[config.mk]
export PLATFORM = sky130hd
export DESIGN_NAME = reflow_profile_sequencer
export DESIGN_NICKNAME = d
export VERILOG_FILES = /design/src/rtl/rps_pkg.sv /design/src/rtl/rps_div.sv /design/src/rtl/rps_csr.sv /design/src/rtl/reflow_profile_sequencer.sv
export SDC_FILE = /design/constraint.sdc
export NUM_CORES = 1
export LEC_CHECK = 0
export BUFFER_PORTS_ARGS = -buffer_cell sky130_fd_sc_hd__buf_2
export CAP_MARGIN = 10
export CORE_UTILIZATION = 40
export CTS_CLUSTER_DIAMETER = 120
export DETAILED_ROUTE_END_ITERATION = 8
export PLACE_DENSITY_LB_ADDON = 0.2
export SLEW_MARGIN = 15
export SYNTH_ARGS = -nofsm -noshare
export SYNTH_HDL_FRONTEND = slang
export SYNTH_SLANG_ARGS = --single-unit
[constraint.sdc]
create_clock -name clock -period 6.6 [get_ports clock]
set_input_delay 0.33 -clock clock [delete_from_list [all_inputs] [get_ports clock]]
set_output_delay 0.33 -clock clock [all_outputs]
set_load 0.02 [all_outputs]
[src/rtl/rps_pkg.sv]
// ----------------------------------------------------------------------------
// rps_pkg
// Types, constants and register codes shared by the reflow profile sequencer.
// ----------------------------------------------------------------------------
package rps_pkg;

   localparam int TICK_RATE_DEF  = 1000;
   localparam int MAX_PHASES_DEF = 5;

   localparam int SLOTS      = 5;
   localparam int TEMP_W     = 10;
   localparam int DUR_W      = 12;
   localparam int DIV_W      = 32;
   localparam int TPD_W      = 23;
   localparam int CSR_AW     = 6;
   localparam int CSR_DW     = 64;
   localparam int REQ_DW     = 24;
   localparam int RSP_DW     = 40;

   localparam logic [TEMP_W-1:0] HOT_LIMIT   = 10'd55;
   localparam logic [TPD_W-1:0]  TPD_MAX     = 23'h7FFFFF;
   localparam logic [15:0]       LATE_MARGIN = 16'd2;

   typedef enum logic [2:0] {
      REG_PHASE_COUNT    = 3'd0,
      REG_PREHEAT_TEMP   = 3'd1,
      REG_PREHEAT_SPEED  = 3'd2,
      REG_COOLDOWN_SPEED = 3'd3,
      REG_GOALS          = 3'd4,
      REG_DURATIONS      = 3'd5
   } reg_index_type;

   typedef enum logic [2:0] {
      ST_RUNNING   = 3'd0,
      ST_TOO_HOT   = 3'd1,
      ST_USER_EXIT = 3'd2,
      ST_FINISHED  = 3'd3,
      ST_RUNAWAY   = 3'd4
   } status_type;

   typedef enum logic [1:0] {
      LED_WARMING = 2'd0,
      LED_HOT     = 2'd1,
      LED_COOLING = 2'd2,
      LED_RESTING = 2'd3
   } led_type;

   typedef struct packed {
      logic [2:0]              phase_count;
      logic [TEMP_W-1:0]       preheat_temp;
      logic [3:0]              preheat_speed;
      logic [3:0]              cooldown_speed;
      logic [SLOTS*TEMP_W-1:0] phase_goal_temps;
      logic [SLOTS*DUR_W-1:0]  phase_durations;
   } cfg_type;

   typedef struct packed {
      logic              thermal_runaway;
      logic              exit_request;
      logic [TEMP_W-1:0] tip_temp_c;
      logic [TEMP_W-1:0] tip_temp;
   } req_type;

   typedef struct packed {
      logic              behind_schedule;
      logic [15:0]       elapsed_seconds;
      logic              buzzer_on;
      led_type           led_mode;
      status_type        status;
      logic [2:0]        phase;
      logic [TEMP_W-1:0] target_temp;
   } rsp_type;

   function automatic rsp_type stop_rsp(status_type st, logic [2:0] ph);
      rsp_type r;
      r.behind_schedule = 1'b0;
      r.elapsed_seconds = 16'd0;
      r.buzzer_on       = 1'b0;
      r.led_mode        = LED_RESTING;
      r.status          = st;
      r.phase           = ph;
      r.target_temp     = '0;
      return r;
   endfunction

endpackage

[src/rtl/rps_div.sv]
// ----------------------------------------------------------------------------
// rps_div
// Restoring divider, one quotient bit per cycle, done pulses when the quotient is ready.
// ----------------------------------------------------------------------------
module rps_div
   import rps_pkg::*;
#(
   parameter int W = DIV_W
) (
   input  logic         clock,
   input  logic         reset,
   input  logic         go,
   input  logic [W-1:0] num,
   input  logic [W-1:0] den,
   output logic         done,
   output logic [W-1:0] quot
);

   localparam int CW = $clog2(W);

   logic [W-1:0]  rem_ff, rem_in;
   logic [W-1:0]  q_ff, q_in;
   logic [CW-1:0] cnt_ff, cnt_in;
   logic          busy_ff, busy_in;
   logic          done_ff, done_in;
   logic [W:0]    trial;
   logic [W:0]    diff;

   always_comb begin
      trial   = {rem_ff, q_ff[W-1]};
      diff    = trial - {1'b0, den};
      rem_in  = rem_ff;
      q_in    = q_ff;
      cnt_in  = cnt_ff;
      busy_in = busy_ff;
      done_in = 1'b0;
      if (go) begin
         rem_in  = '0;
         q_in    = num;
         cnt_in  = '0;
         busy_in = 1'b1;
      end else if (busy_ff) begin
         if (trial >= {1'b0, den}) begin
            rem_in = diff[W-1:0];
            q_in   = {q_ff[W-2:0], 1'b1};
         end else begin
            rem_in = trial[W-1:0];
            q_in   = {q_ff[W-2:0], 1'b0};
         end
         cnt_in = cnt_ff + 1'b1;
         if (cnt_ff == CW'(W - 1)) begin
            busy_in = 1'b0;
            done_in = 1'b1;
         end
      end
   end

   always_ff @(posedge clock) begin
      if (reset) begin
         busy_ff <= 1'b0;
         done_ff <= 1'b0;
         cnt_ff  <= '0;
      end else begin
         busy_ff <= busy_in;
         done_ff <= done_in;
         cnt_ff  <= cnt_in;
      end
      rem_ff <= rem_in;
      q_ff   <= q_in;
   end

   assign done = done_ff;
   assign quot = q_ff;

   a_go_idle: assert property (@(posedge clock) disable iff (reset) busy_ff |-> !go)
      else $error("divider started while busy");
   a_latency: assert property (@(posedge clock) disable iff (reset) go |-> ##(W+1) done)
      else $error("divider latency wrong");
   a_done_free: assert property (@(posedge clock) disable iff (reset) done |-> !busy_ff)
      else $error("divider busy at done");

endmodule

[src/rtl/rps_csr.sv]
// ----------------------------------------------------------------------------
// rps_csr
// Configuration register file behind a bus slave port, 64-bit registers.
// ----------------------------------------------------------------------------
module rps_csr
   import rps_pkg::*;
(
   input  logic              clock,
   input  logic              reset,
   input  logic              psel,
   input  logic              penable,
   input  logic              pwrite,
   input  logic [CSR_AW-1:0] paddr,
   input  logic [CSR_DW-1:0] pwdata,
   output logic [CSR_DW-1:0] prdata,
   output logic              pready,
   output cfg_type           cfg
);

   cfg_type    cfg_ff, cfg_in;
   logic [2:0] reg_idx;
   logic       wr_en;

   assign reg_idx = paddr[CSR_AW-1:3];
   assign wr_en   = psel & penable & pwrite;
   assign pready  = 1'b1;

   always_comb begin
      cfg_in = cfg_ff;
      if (wr_en) begin
         case (reg_idx)
            REG_PHASE_COUNT:    cfg_in.phase_count      = pwdata[2:0];
            REG_PREHEAT_TEMP:   cfg_in.preheat_temp     = pwdata[TEMP_W-1:0];
            REG_PREHEAT_SPEED:  cfg_in.preheat_speed    = pwdata[3:0];
            REG_COOLDOWN_SPEED: cfg_in.cooldown_speed   = pwdata[3:0];
            REG_GOALS:          cfg_in.phase_goal_temps = pwdata[SLOTS*TEMP_W-1:0];
            REG_DURATIONS:      cfg_in.phase_durations  = pwdata[SLOTS*DUR_W-1:0];
            default:            cfg_in = cfg_ff;
         endcase
      end
   end

   always_comb begin
      case (reg_idx)
         REG_PHASE_COUNT:    prdata = CSR_DW'(cfg_ff.phase_count);
         REG_PREHEAT_TEMP:   prdata = CSR_DW'(cfg_ff.preheat_temp);
         REG_PREHEAT_SPEED:  prdata = CSR_DW'(cfg_ff.preheat_speed);
         REG_COOLDOWN_SPEED: prdata = CSR_DW'(cfg_ff.cooldown_speed);
         REG_GOALS:          prdata = CSR_DW'(cfg_ff.phase_goal_temps);
         REG_DURATIONS:      prdata = CSR_DW'(cfg_ff.phase_durations);
         default:            prdata = '0;
      endcase
   end

   always_ff @(posedge clock) begin
      if (reset) begin
         cfg_ff.phase_count      <= 3'd1;
         cfg_ff.preheat_temp     <= 10'd150;
         cfg_ff.preheat_speed    <= 4'd1;
         cfg_ff.cooldown_speed   <= 4'd2;
         cfg_ff.phase_goal_temps <= '0;
         cfg_ff.phase_durations  <= '0;
      end else begin
         cfg_ff <= cfg_in;
      end
   end

   assign cfg = cfg_ff;

endmodule

[src/rtl/reflow_profile_sequencer.sv]
// ----------------------------------------------------------------------------
// reflow_profile_sequencer
// Preheat, profile phases and cooldown setpoint sequencer for a reflow tip.
// ----------------------------------------------------------------------------
// usage:
//   req channel carries one scheduler tick per item with the tip readings
//   and the exit and runaway flags; rsp channel returns one item per tick
//   with the ramped setpoint, phase, status, led mode, buzzer, elapsed
//   seconds and the late flag. csr port holds the profile registers at
//   byte address 8*i; write them only while no item is in flight.
//   one item is worked at a time. a stopped profile takes no division;
//   a running one divides for elapsed seconds, for the ramp offset while
//   it ramps and for the ramp rate when a phase is entered. the result is
//   offered in the same cycle that the next item can be taken. all of these
//   divisions share the one bit-serial divider, used in turn.
//   results wait in an output register; the next item is taken while a
//   result is still held, and the block stalls only when a new result is
//   ready and the old one has not been taken.
//   reset returns control and csr registers to defaults, the profile to the
//   not-started state; the first tick then latches the start temperature.
// ----------------------------------------------------------------------------
module reflow_profile_sequencer
   import rps_pkg::*;
#(
   parameter int TICK_RATE  = TICK_RATE_DEF,
   parameter int MAX_PHASES = MAX_PHASES_DEF
) (
   input  logic              clock,
   input  logic              reset,
   // tip_temp[9:0], tip_temp_c[19:10], exit_request[20], thermal_runaway[21]
   input  logic [REQ_DW-1:0] req_tdata,
   input  logic              req_tvalid,
   output logic              req_tready,
   // target_temp[9:0], phase[12:10], status[15:13], led_mode[17:16],
   // buzzer_on[18], elapsed_seconds[34:19], behind_schedule[35]
   output logic [RSP_DW-1:0] rsp_tdata,
   output logic              rsp_tvalid,
   input  logic              rsp_tready,
   input  logic              csr_psel,
   input  logic              csr_penable,
   input  logic              csr_pwrite,
   input  logic [CSR_AW-1:0] csr_paddr,
   input  logic [CSR_DW-1:0] csr_pwdata,
   output logic [CSR_DW-1:0] csr_prdata,
   output logic              csr_pready
);

   localparam logic [11:0]      BEEP_TICKS = 12'(TICK_RATE / 3);
   localparam logic [DIV_W-1:0] TICK_DIV   = DIV_W'(TICK_RATE);

   typedef enum logic [10:0] {
      S_IDLE       = 11'b00000000001,
      S_CHECK      = 11'b00000000010,
      S_WAIT_SPEED = 11'b00000000100,
      S_WAIT_EL    = 11'b00000001000,
      S_ADV        = 11'b00000010000,
      S_SPAN       = 11'b00000100000,
      S_WAIT_SPAN  = 11'b00001000000,
      S_POST       = 11'b00010000000,
      S_WAIT_RAMP  = 11'b00100000000,
      S_FIN        = 11'b01000000000,
      S_DONE       = 11'b10000000000
   } state_type;

   cfg_type cfg;
   req_type req_ff;
   rsp_type res_ff, res_in;
   rsp_type rsp_ff;

   state_type          state_ff, state_in;
   logic [2:0]         idx_ff, idx_in;
   logic [31:0]        ticks_ff, ticks_in;
   logic [DUR_W-1:0]   dur_ff, dur_in;
   logic [TEMP_W-1:0]  goal_ff, goal_in;
   logic [TEMP_W-1:0]  start_ff, start_in;
   logic [TPD_W-1:0]   tpd_ff, tpd_in;
   logic               started_ff, started_in;
   logic [11:0]        beep_left_ff, beep_left_in;
   logic               beep_started_ff, beep_started_in;
   status_type         final_ff, final_in;
   logic [15:0]        el_ff, el_in;
   logic [TEMP_W-1:0]  target_ff, target_in;
   logic               div_go_ff, div_go_in;
   logic [DIV_W-1:0]   div_num_ff, div_num_in;
   logic [DIV_W-1:0]   div_den_ff, div_den_in;
   logic               rsp_valid_ff;

   logic               div_done;
   logic [DIV_W-1:0]   div_q;
   logic [2:0]         count;
   logic [2:0]         shown;
   logic               cooling;
   logic [TEMP_W-1:0]  span;
   logic [TEMP_W-1:0]  goal_slot [SLOTS];
   logic [DUR_W-1:0]   dur_slot [SLOTS];
   logic               out_free;
   logic [3:0]         speed_pre;
   logic [3:0]         speed_cool;

   rps_csr u_csr (
      .clock   (clock),
      .reset   (reset),
      .psel    (csr_psel),
      .penable (csr_penable),
      .pwrite  (csr_pwrite),
      .paddr   (csr_paddr),
      .pwdata  (csr_pwdata),
      .prdata  (csr_prdata),
      .pready  (csr_pready),
      .cfg     (cfg)
   );

   rps_div #(.W(DIV_W)) u_div (
      .clock (clock),
      .reset (reset),
      .go    (div_go_ff),
      .num   (div_num_ff),
      .den   (div_den_ff),
      .done  (div_done),
      .quot  (div_q)
   );

   always_comb begin
      for (int i = 0; i < SLOTS; i++) begin
         goal_slot[i] = cfg.phase_goal_temps[i*TEMP_W +: TEMP_W];
         dur_slot[i]  = cfg.phase_durations[i*DUR_W +: DUR_W];
      end
   end

   // phase count is read live and clamped
   always_comb begin
      if (cfg.phase_count == 3'd0) begin
         count = 3'd1;
      end else if (cfg.phase_count > 3'(MAX_PHASES)) begin
         count = 3'(MAX_PHASES);
      end else begin
         count = cfg.phase_count;
      end
   end

   assign shown      = (idx_ff > count) ? count + 3'd1 : idx_ff;
   assign cooling    = idx_ff > count;
   assign span       = (start_ff < goal_ff) ? goal_ff - start_ff : start_ff - goal_ff;
   assign out_free   = !rsp_valid_ff || rsp_tready;
   assign speed_pre  = (cfg.preheat_speed == 4'd0) ? 4'd1 : cfg.preheat_speed;
   assign speed_cool = (cfg.cooldown_speed == 4'd0) ? 4'd1 : cfg.cooldown_speed;
   assign req_tready = state_ff == S_IDLE;

   always_comb begin
      state_in        = state_ff;
      idx_in          = idx_ff;
      ticks_in        = ticks_ff;
      dur_in          = dur_ff;
      goal_in         = goal_ff;
      start_in        = start_ff;
      tpd_in          = tpd_ff;
      started_in      = started_ff;
      beep_left_in    = beep_left_ff;
      beep_started_in = beep_started_ff;
      final_in        = final_ff;
      el_in           = el_ff;
      target_in       = target_ff;
      res_in          = res_ff;
      div_go_in       = 1'b0;
      div_num_in      = div_num_ff;
      div_den_in      = div_den_ff;

      case (state_ff)
         S_IDLE: begin
            if (req_tvalid) begin
               state_in = S_CHECK;
            end
         end

         S_CHECK: begin
            if (final_ff != ST_RUNNING) begin
               res_in   = stop_rsp(final_ff, shown);
               state_in = S_DONE;
            end else if (req_ff.exit_request) begin
               final_in = ST_USER_EXIT;
               res_in   = stop_rsp(ST_USER_EXIT, shown);
               state_in = S_DONE;
            end else if (!started_ff) begin
               started_in = 1'b1;
               idx_in     = 3'd0;
               goal_in    = cfg.preheat_temp;
               dur_in     = '0;
               ticks_in   = '0;
               start_in   = req_ff.tip_temp;
               el_in      = '0;
               if (req_ff.tip_temp >= HOT_LIMIT) begin
                  final_in = ST_TOO_HOT;
                  res_in   = stop_rsp(ST_TOO_HOT, 3'd0);
                  state_in = S_DONE;
               end else begin
                  div_go_in  = 1'b1;
                  div_num_in = TICK_DIV;
                  div_den_in = DIV_W'(speed_pre);
                  state_in   = S_WAIT_SPEED;
               end
            end else begin
               div_go_in  = 1'b1;
               div_num_in = ticks_ff;
               div_den_in = TICK_DIV;
               state_in   = S_WAIT_EL;
            end
         end

         S_WAIT_SPEED: begin
            if (div_done) begin
               tpd_in   = (div_q == '0) ? TPD_W'(1) : div_q[TPD_W-1:0];
               // preheat goes on to the advance check, cooldown is already entered
               state_in = (idx_ff == 3'd0) ? S_ADV : S_POST;
            end
         end

         S_WAIT_EL: begin
            if (div_done) begin
               el_in    = (div_q > DIV_W'(16'hFFFF)) ? 16'hFFFF : div_q[15:0];
               state_in = S_ADV;
            end
         end

         S_ADV: begin
            if (idx_ff <= count && el_ff >= 16'(dur_ff) && req_ff.tip_temp == goal_ff) begin
               idx_in   = idx_ff + 3'd1;
               start_in = goal_ff;
               ticks_in = '0;
               el_in    = '0;
               if (idx_ff + 3'd1 > count) begin
                  dur_in     = '0;
                  goal_in    = '0;
                  div_go_in  = 1'b1;
                  div_num_in = TICK_DIV;
                  div_den_in = DIV_W'(speed_cool);
                  state_in   = S_WAIT_SPEED;
               end else begin
                  goal_in  = goal_slot[idx_ff];
                  dur_in   = dur_slot[idx_ff];
                  state_in = S_SPAN;
               end
            end else begin
               state_in = S_POST;
            end
         end

         S_SPAN: begin
            if (span == '0) begin
               tpd_in   = '0;
               state_in = S_POST;
            end else begin
               div_go_in  = 1'b1;
               div_num_in = DIV_W'(dur_ff) * TICK_DIV;
               div_den_in = DIV_W'(span);
               state_in   = S_WAIT_SPAN;
            end
         end

         S_WAIT_SPAN: begin
            if (div_done) begin
               tpd_in   = (div_q > DIV_W'(TPD_MAX)) ? TPD_MAX : div_q[TPD_W-1:0];
               state_in = S_POST;
            end
         end

         S_POST: begin
            if (cooling && req_ff.tip_temp_c < HOT_LIMIT && !beep_started_ff) begin
               beep_started_in = 1'b1;
               beep_left_in    = BEEP_TICKS;
            end
            if (tpd_ff != '0 && start_ff != goal_ff) begin
               div_go_in  = 1'b1;
               div_num_in = ticks_ff;
               div_den_in = DIV_W'(tpd_ff);
               state_in   = S_WAIT_RAMP;
            end else begin
               target_in = goal_ff;
               state_in  = S_FIN;
            end
         end

         S_WAIT_RAMP: begin
            if (div_done) begin
               target_in = goal_ff;
               if (div_q < DIV_W'(span)) begin
                  target_in = (start_ff < goal_ff) ? start_ff + div_q[TEMP_W-1:0]
                                                   : start_ff - div_q[TEMP_W-1:0];
               end
               state_in = S_FIN;
            end
         end

         S_FIN: begin
            if (beep_started_ff && beep_left_ff == '0) begin
               final_in = ST_FINISHED;
               res_in   = stop_rsp(ST_FINISHED, shown);
            end else if (req_ff.thermal_runaway) begin
               final_in = ST_RUNAWAY;
               res_in   = stop_rsp(ST_RUNAWAY, shown);
            end else begin
               res_in.target_temp     = target_ff;
               res_in.phase           = shown;
               res_in.status          = ST_RUNNING;
               res_in.buzzer_on       = beep_started_ff;
               res_in.elapsed_seconds = el_ff;
               if (idx_ff == 3'd0) begin
                  res_in.led_mode = LED_WARMING;
               end else if (cooling) begin
                  res_in.led_mode = (req_ff.tip_temp_c < HOT_LIMIT) ? LED_RESTING
                                                                    : LED_COOLING;
               end else begin
                  res_in.led_mode = LED_HOT;
               end
               res_in.behind_schedule = !cooling && idx_ff != 3'd0 &&
                                        el_ff >= 16'(dur_ff) + LATE_MARGIN;
               if (ticks_ff != '1) begin
                  ticks_in = ticks_ff + 32'd1;
               end
               if (beep_started_ff && beep_left_ff != '0) begin
                  beep_left_in = beep_left_ff - 12'd1;
               end
            end
            state_in = S_DONE;
         end

         S_DONE: begin
            if (out_free) begin
               state_in = S_IDLE;
            end
         end

         default: state_in = S_IDLE;
      endcase
   end

   always_ff @(posedge clock) begin
      if (reset) begin
         state_ff        <= S_IDLE;
         idx_ff          <= '0;
         ticks_ff        <= '0;
         dur_ff          <= '0;
         goal_ff         <= '0;
         start_ff        <= '0;
         tpd_ff          <= '0;
         started_ff      <= 1'b0;
         beep_left_ff    <= '0;
         beep_started_ff <= 1'b0;
         final_ff        <= ST_RUNNING;
         div_go_ff       <= 1'b0;
         rsp_valid_ff    <= 1'b0;
      end else begin
         state_ff        <= state_in;
         idx_ff          <= idx_in;
         ticks_ff        <= ticks_in;
         dur_ff          <= dur_in;
         goal_ff         <= goal_in;
         start_ff        <= start_in;
         tpd_ff          <= tpd_in;
         started_ff      <= started_in;
         beep_left_ff    <= beep_left_in;
         beep_started_ff <= beep_started_in;
         final_ff        <= final_in;
         div_go_ff       <= div_go_in;
         if (state_ff == S_DONE && out_free) begin
            rsp_valid_ff <= 1'b1;
         end else if (rsp_tready) begin
            rsp_valid_ff <= 1'b0;
         end
      end
      el_ff      <= el_in;
      target_ff  <= target_in;
      res_ff     <= res_in;
      div_num_ff <= div_num_in;
      div_den_ff <= div_den_in;
      if (state_ff == S_IDLE && req_tvalid) begin
         req_ff <= req_type'(req_tdata[$bits(req_type)-1:0]);
      end
      if (state_ff == S_DONE && out_free) begin
         rsp_ff <= res_ff;
      end
   end

   assign rsp_tvalid = rsp_valid_ff;
   assign rsp_tdata  = RSP_DW'(rsp_ff);

endmodule
==> reports/metrics.yaml <==
slew_headroom_pct: 24.6
hold_start: "rsp_tready"
dp_slack_ns: 1.54
clkPwrFrac_pct: 36.7
drive_gt1_share_pct: 14.0
clock_sinks: 497
setup_violations: 0
final.fill_count: 6289
yosysSeqAreaShare_pct: 44.4
nets: 3329
peakVddDrop_v: 0.000245
clk_latency_ns: 0.65
vias_per_cell: 5.52
sw_frac_of_total_pct: 30.7
grt_pass1_wl_mm: 123
initial_utilization_pct: 40.4
min_path_cells: 3
numCtsBuffers: 56
placed_cell_area_sq_mm: 0.0287
setup-tns-final_ns: 0
antenna_found_initial: 3
drv_slew: 0
cts_resized: 0
reg2reg_setup_slack_ns: 1.58
die_w_um: 262
post-route-period-util_pct: 76.1
hold_class: "primary input to register"
layout_setup_ws_ns: 1.58
port_buffers: 189
cp.arrival_ns: 5.38
gp_congestion: 0.894
grt_pass1_vias: 21600
timing.hold.ws_ns: 0.0779
syn_inst: 2842
htree_num_levels: 2
dr.pass1.iters: 6
multi_input_area_sq_mm: 0.0139
ys.flop_type: "dfxtp_1"
p_seq_share_pct: 39.4
fp-row-count: 95
syn_area_sq_mm: 0.0271
ff_latch_area_sq_mm: 0.0120
design_area_sq_mm: 0.0316
cts_tree: "done"
area_delta_synth_final_pct: 16.7
p_leak_nw: 12.1
p_switching_mw: 2.81
cp.required_ns: 6.96
cp_max_fo: 7
final_util_pct: 47.1
power_frac_comb_pct: 23.8
fp.dieArea_sq_mm: 0.0688
maxCapViolations: 0
vias: 21900
status: "completed"
final_antenna_net_count: 0
fp.dieH_um: 262
core_area_sq_mm: 0.0672
max_freq_ghz: 0.199
p_int_mw: 6.35
cts.reportedPaths.clkPinSlew_ns: 0.06
layout_min_cycle_time_ns: 5.02
start_kind: "register"
drc: 0
drtIter0Drc: 1703
async_reset_ff_share_pct: 0
routed_wl_mm: 79.1
rr_endpoint: "div_num_ff[21]"
path_class: "register to register"
cts_buffer_depth: 3
cts_setup_buffers: 0
avgRoutedWirePerCell_um: 20.0
grt_setup_unrepaired: "no"
hpwlAfterDp_mm: 57.0
grt-ovfl-total: 0
worstSetupEndpointType: "register"
fin_skew_ns: 0.0417
cts_root_buffer: "clkbuf_16"
grtUsageTotal_pct: 22.5
hold_path_end: "rsp_tvalid"
yosysUniqueCellTypes: 80
hold_viol_final: 0
r2r_cells: 15
power_density_mw_per_mm2: 290
tightest_slew_ns: 1.13
ys_warn_count: 0
reg2reg_from: "dur_ff[0]"
grt_max_degree: 89
synth-seq-cells: 497
synth-edff-count: 207
syn_area_per_cell_sq_um: 9.54
ios: 208
-- cell usage after synthesis (7+ instances only) --
master	number	area (sq um)
nand4_1	26	163
buf_4	12	90.1
xnor2_1	77	674
clkbuf_1	136	510
edfxtp_1	207	6220
o21bai_1	7	52.6
a22oi_1	35	263
inv_1	149	559
and3_1	28	175
ha_1	143	1790
nand2_1	435	1630
fa_1	42	841
o22ai_1	7	43.8
or3_1	34	213
mux2i_1	40	400
nand2b_1	25	156
nor2b_1	25	156
or4_1	7	52.6
a211oi_1	36	270
nand3_1	33	165
nand3b_1	7	52.6
a21o_1	42	315
dfxtp_1	290	5810
o211ai_1	7	52.6
nor4_1	42	263
a31oi_1	19	119
xor2_1	37	324
a311oi_2	18	270
and2_1	55	344
a311oi_1	10	87.6
o31ai_1	7	52.6
nor2_1	205	769
buf_2	7	35.0
mux2_2	41	462
o21ai_0	85	425
nor3_1	49	245
o21a_1	26	195
a22o_1	44	385
mux4_2	24	541
or2_2	12	75.1
a21oi_1	230	1150
-- power groups by stage --
| stage | Sequential [mW] | Clock (mW) | Combinational (mW) |
|---|---|---|---|
| floorplan | 3.62 | 0 | 1.63 |
| global placement | 3.67 | 0 | 2.07 |
| detailed placement | 3.68 | 0 | 2.12 |
| CTS | 3.61 | 3.44 | 2.17 |
| global route | 3.64 | 3.56 | 2.43 |
| finish | 3.61 | 3.37 | 2.19 |
-- per-layer routing --
metal	vias up	global-route usage, %	share of wire (%)
met1	10600	30.2	44
li1	10500	-	-
met4	0	6.79	2.9
met2	681	37.8	47
met5	-	0	0
met3	137	3.05	5.4
-- critical path: stages, from the launching register on --
cell and delay, ns:
dfxtp_1 0.53, fa_1 0.50, fa_1 0.51, inv_1 0.05
fa_1 0.47, fa_1 0.51, inv_1 0.04, ha_1 0.29
inv_1 0.08, o21ai_0 0.12, a2111oi_0 0.71, or4_1 0.28
nand4b_1 0.13, nand4_1 0.15, o22ai_1 0.10, a221o_1 0.28
-- cell usage in the layout, fill, tap and decap left out, drive strengths merged, types with 49 or more instances in the layout --
master       instances
xnor2               78
clkbuf              75
inv                151
nor3                49
and2                55
dlygate4sd3         82
o21ai               87
nor2               205
nand2              435
ha                 143
a21oi              230
buf                219
dfxtp              290
edfxtp             207
-- kinds of logic after synthesis --
| family | count (synthesis) | share of synthesized area, % |
|---|---|---|
| buf+inv | 315 | 4.63 |
| mux | 105 | 5.18 |
| other cells | 2 | 0.0277 |
| fa+ha+maj | 185 | 9.70 |
| compound gates | 620 | 15.3 |
| flops | 497 | 44.4 |
| xor+xnor | 115 | 3.74 |
| simple gates | 1003 | 17.1 |
-- sequential cells by signal (all words and copies together), names as in the netlist, 5 cells and up --
signal,flops
u_csr.cfg,131
res_ff,36
rsp_tdata,36
div_num_ff,32
ticks_ff,32
u_div.quot,32
u_div.rem_ff,32
div_den_ff,23
tpd_ff,23
req_ff,22
el_ff,16
beep_left_ff,12
dur_ff,12
state_ff,11
goal_ff,10
start_ff,10
target_ff,10
u_div.cnt_ff,5
-- metrics by stage --
stage / std cells / total power [mW]
6_report: 3965 / 9.17
5_1_grt: 3965 / 9.63
4_1_cts: 3962 / 9.22
3_5_place_dp: 3775 / 5.80
3_3_place_gp: 3775 / 5.74
2_1_floorplan: 2849 / 5.26
-- how the worst max path moves through the flow --
stage                     startpoint  cells past startpoint  slack (ns)             end
after CTS                 goal_ff[1]                     16        1.50    target_ff[5]
final                      dur_ff[0]                     15        1.58  div_num_ff[21]
after global placement    goal_ff[1]                     16        1.66    target_ff[0]
after global routing       dur_ff[0]                     15        1.27  div_num_ff[21]
after floorplan            dur_ff[1]                     15        2.05  div_num_ff[21]
after detailed placement  goal_ff[1]                     16        1.54    target_ff[5]
-- area by class of cell --
cell class	instances	area share, %
repair buffers	301	6.36
well taps	873	3.45
flip-flops and latches	497	38.0
inverters	150	1.78
multi-input cells	2037	44.0
diodes	2	0.0158
clock buffers	75	5.04
clock inverters	30	1.35
-- what timing repair did --
action                                  in CTS  in global routing
endpoints found under the hold margin      143                  0
endpoints found under the setup margin       0                  0
hold buffers                                82                  0
Power figures use the tool's default switching activity.
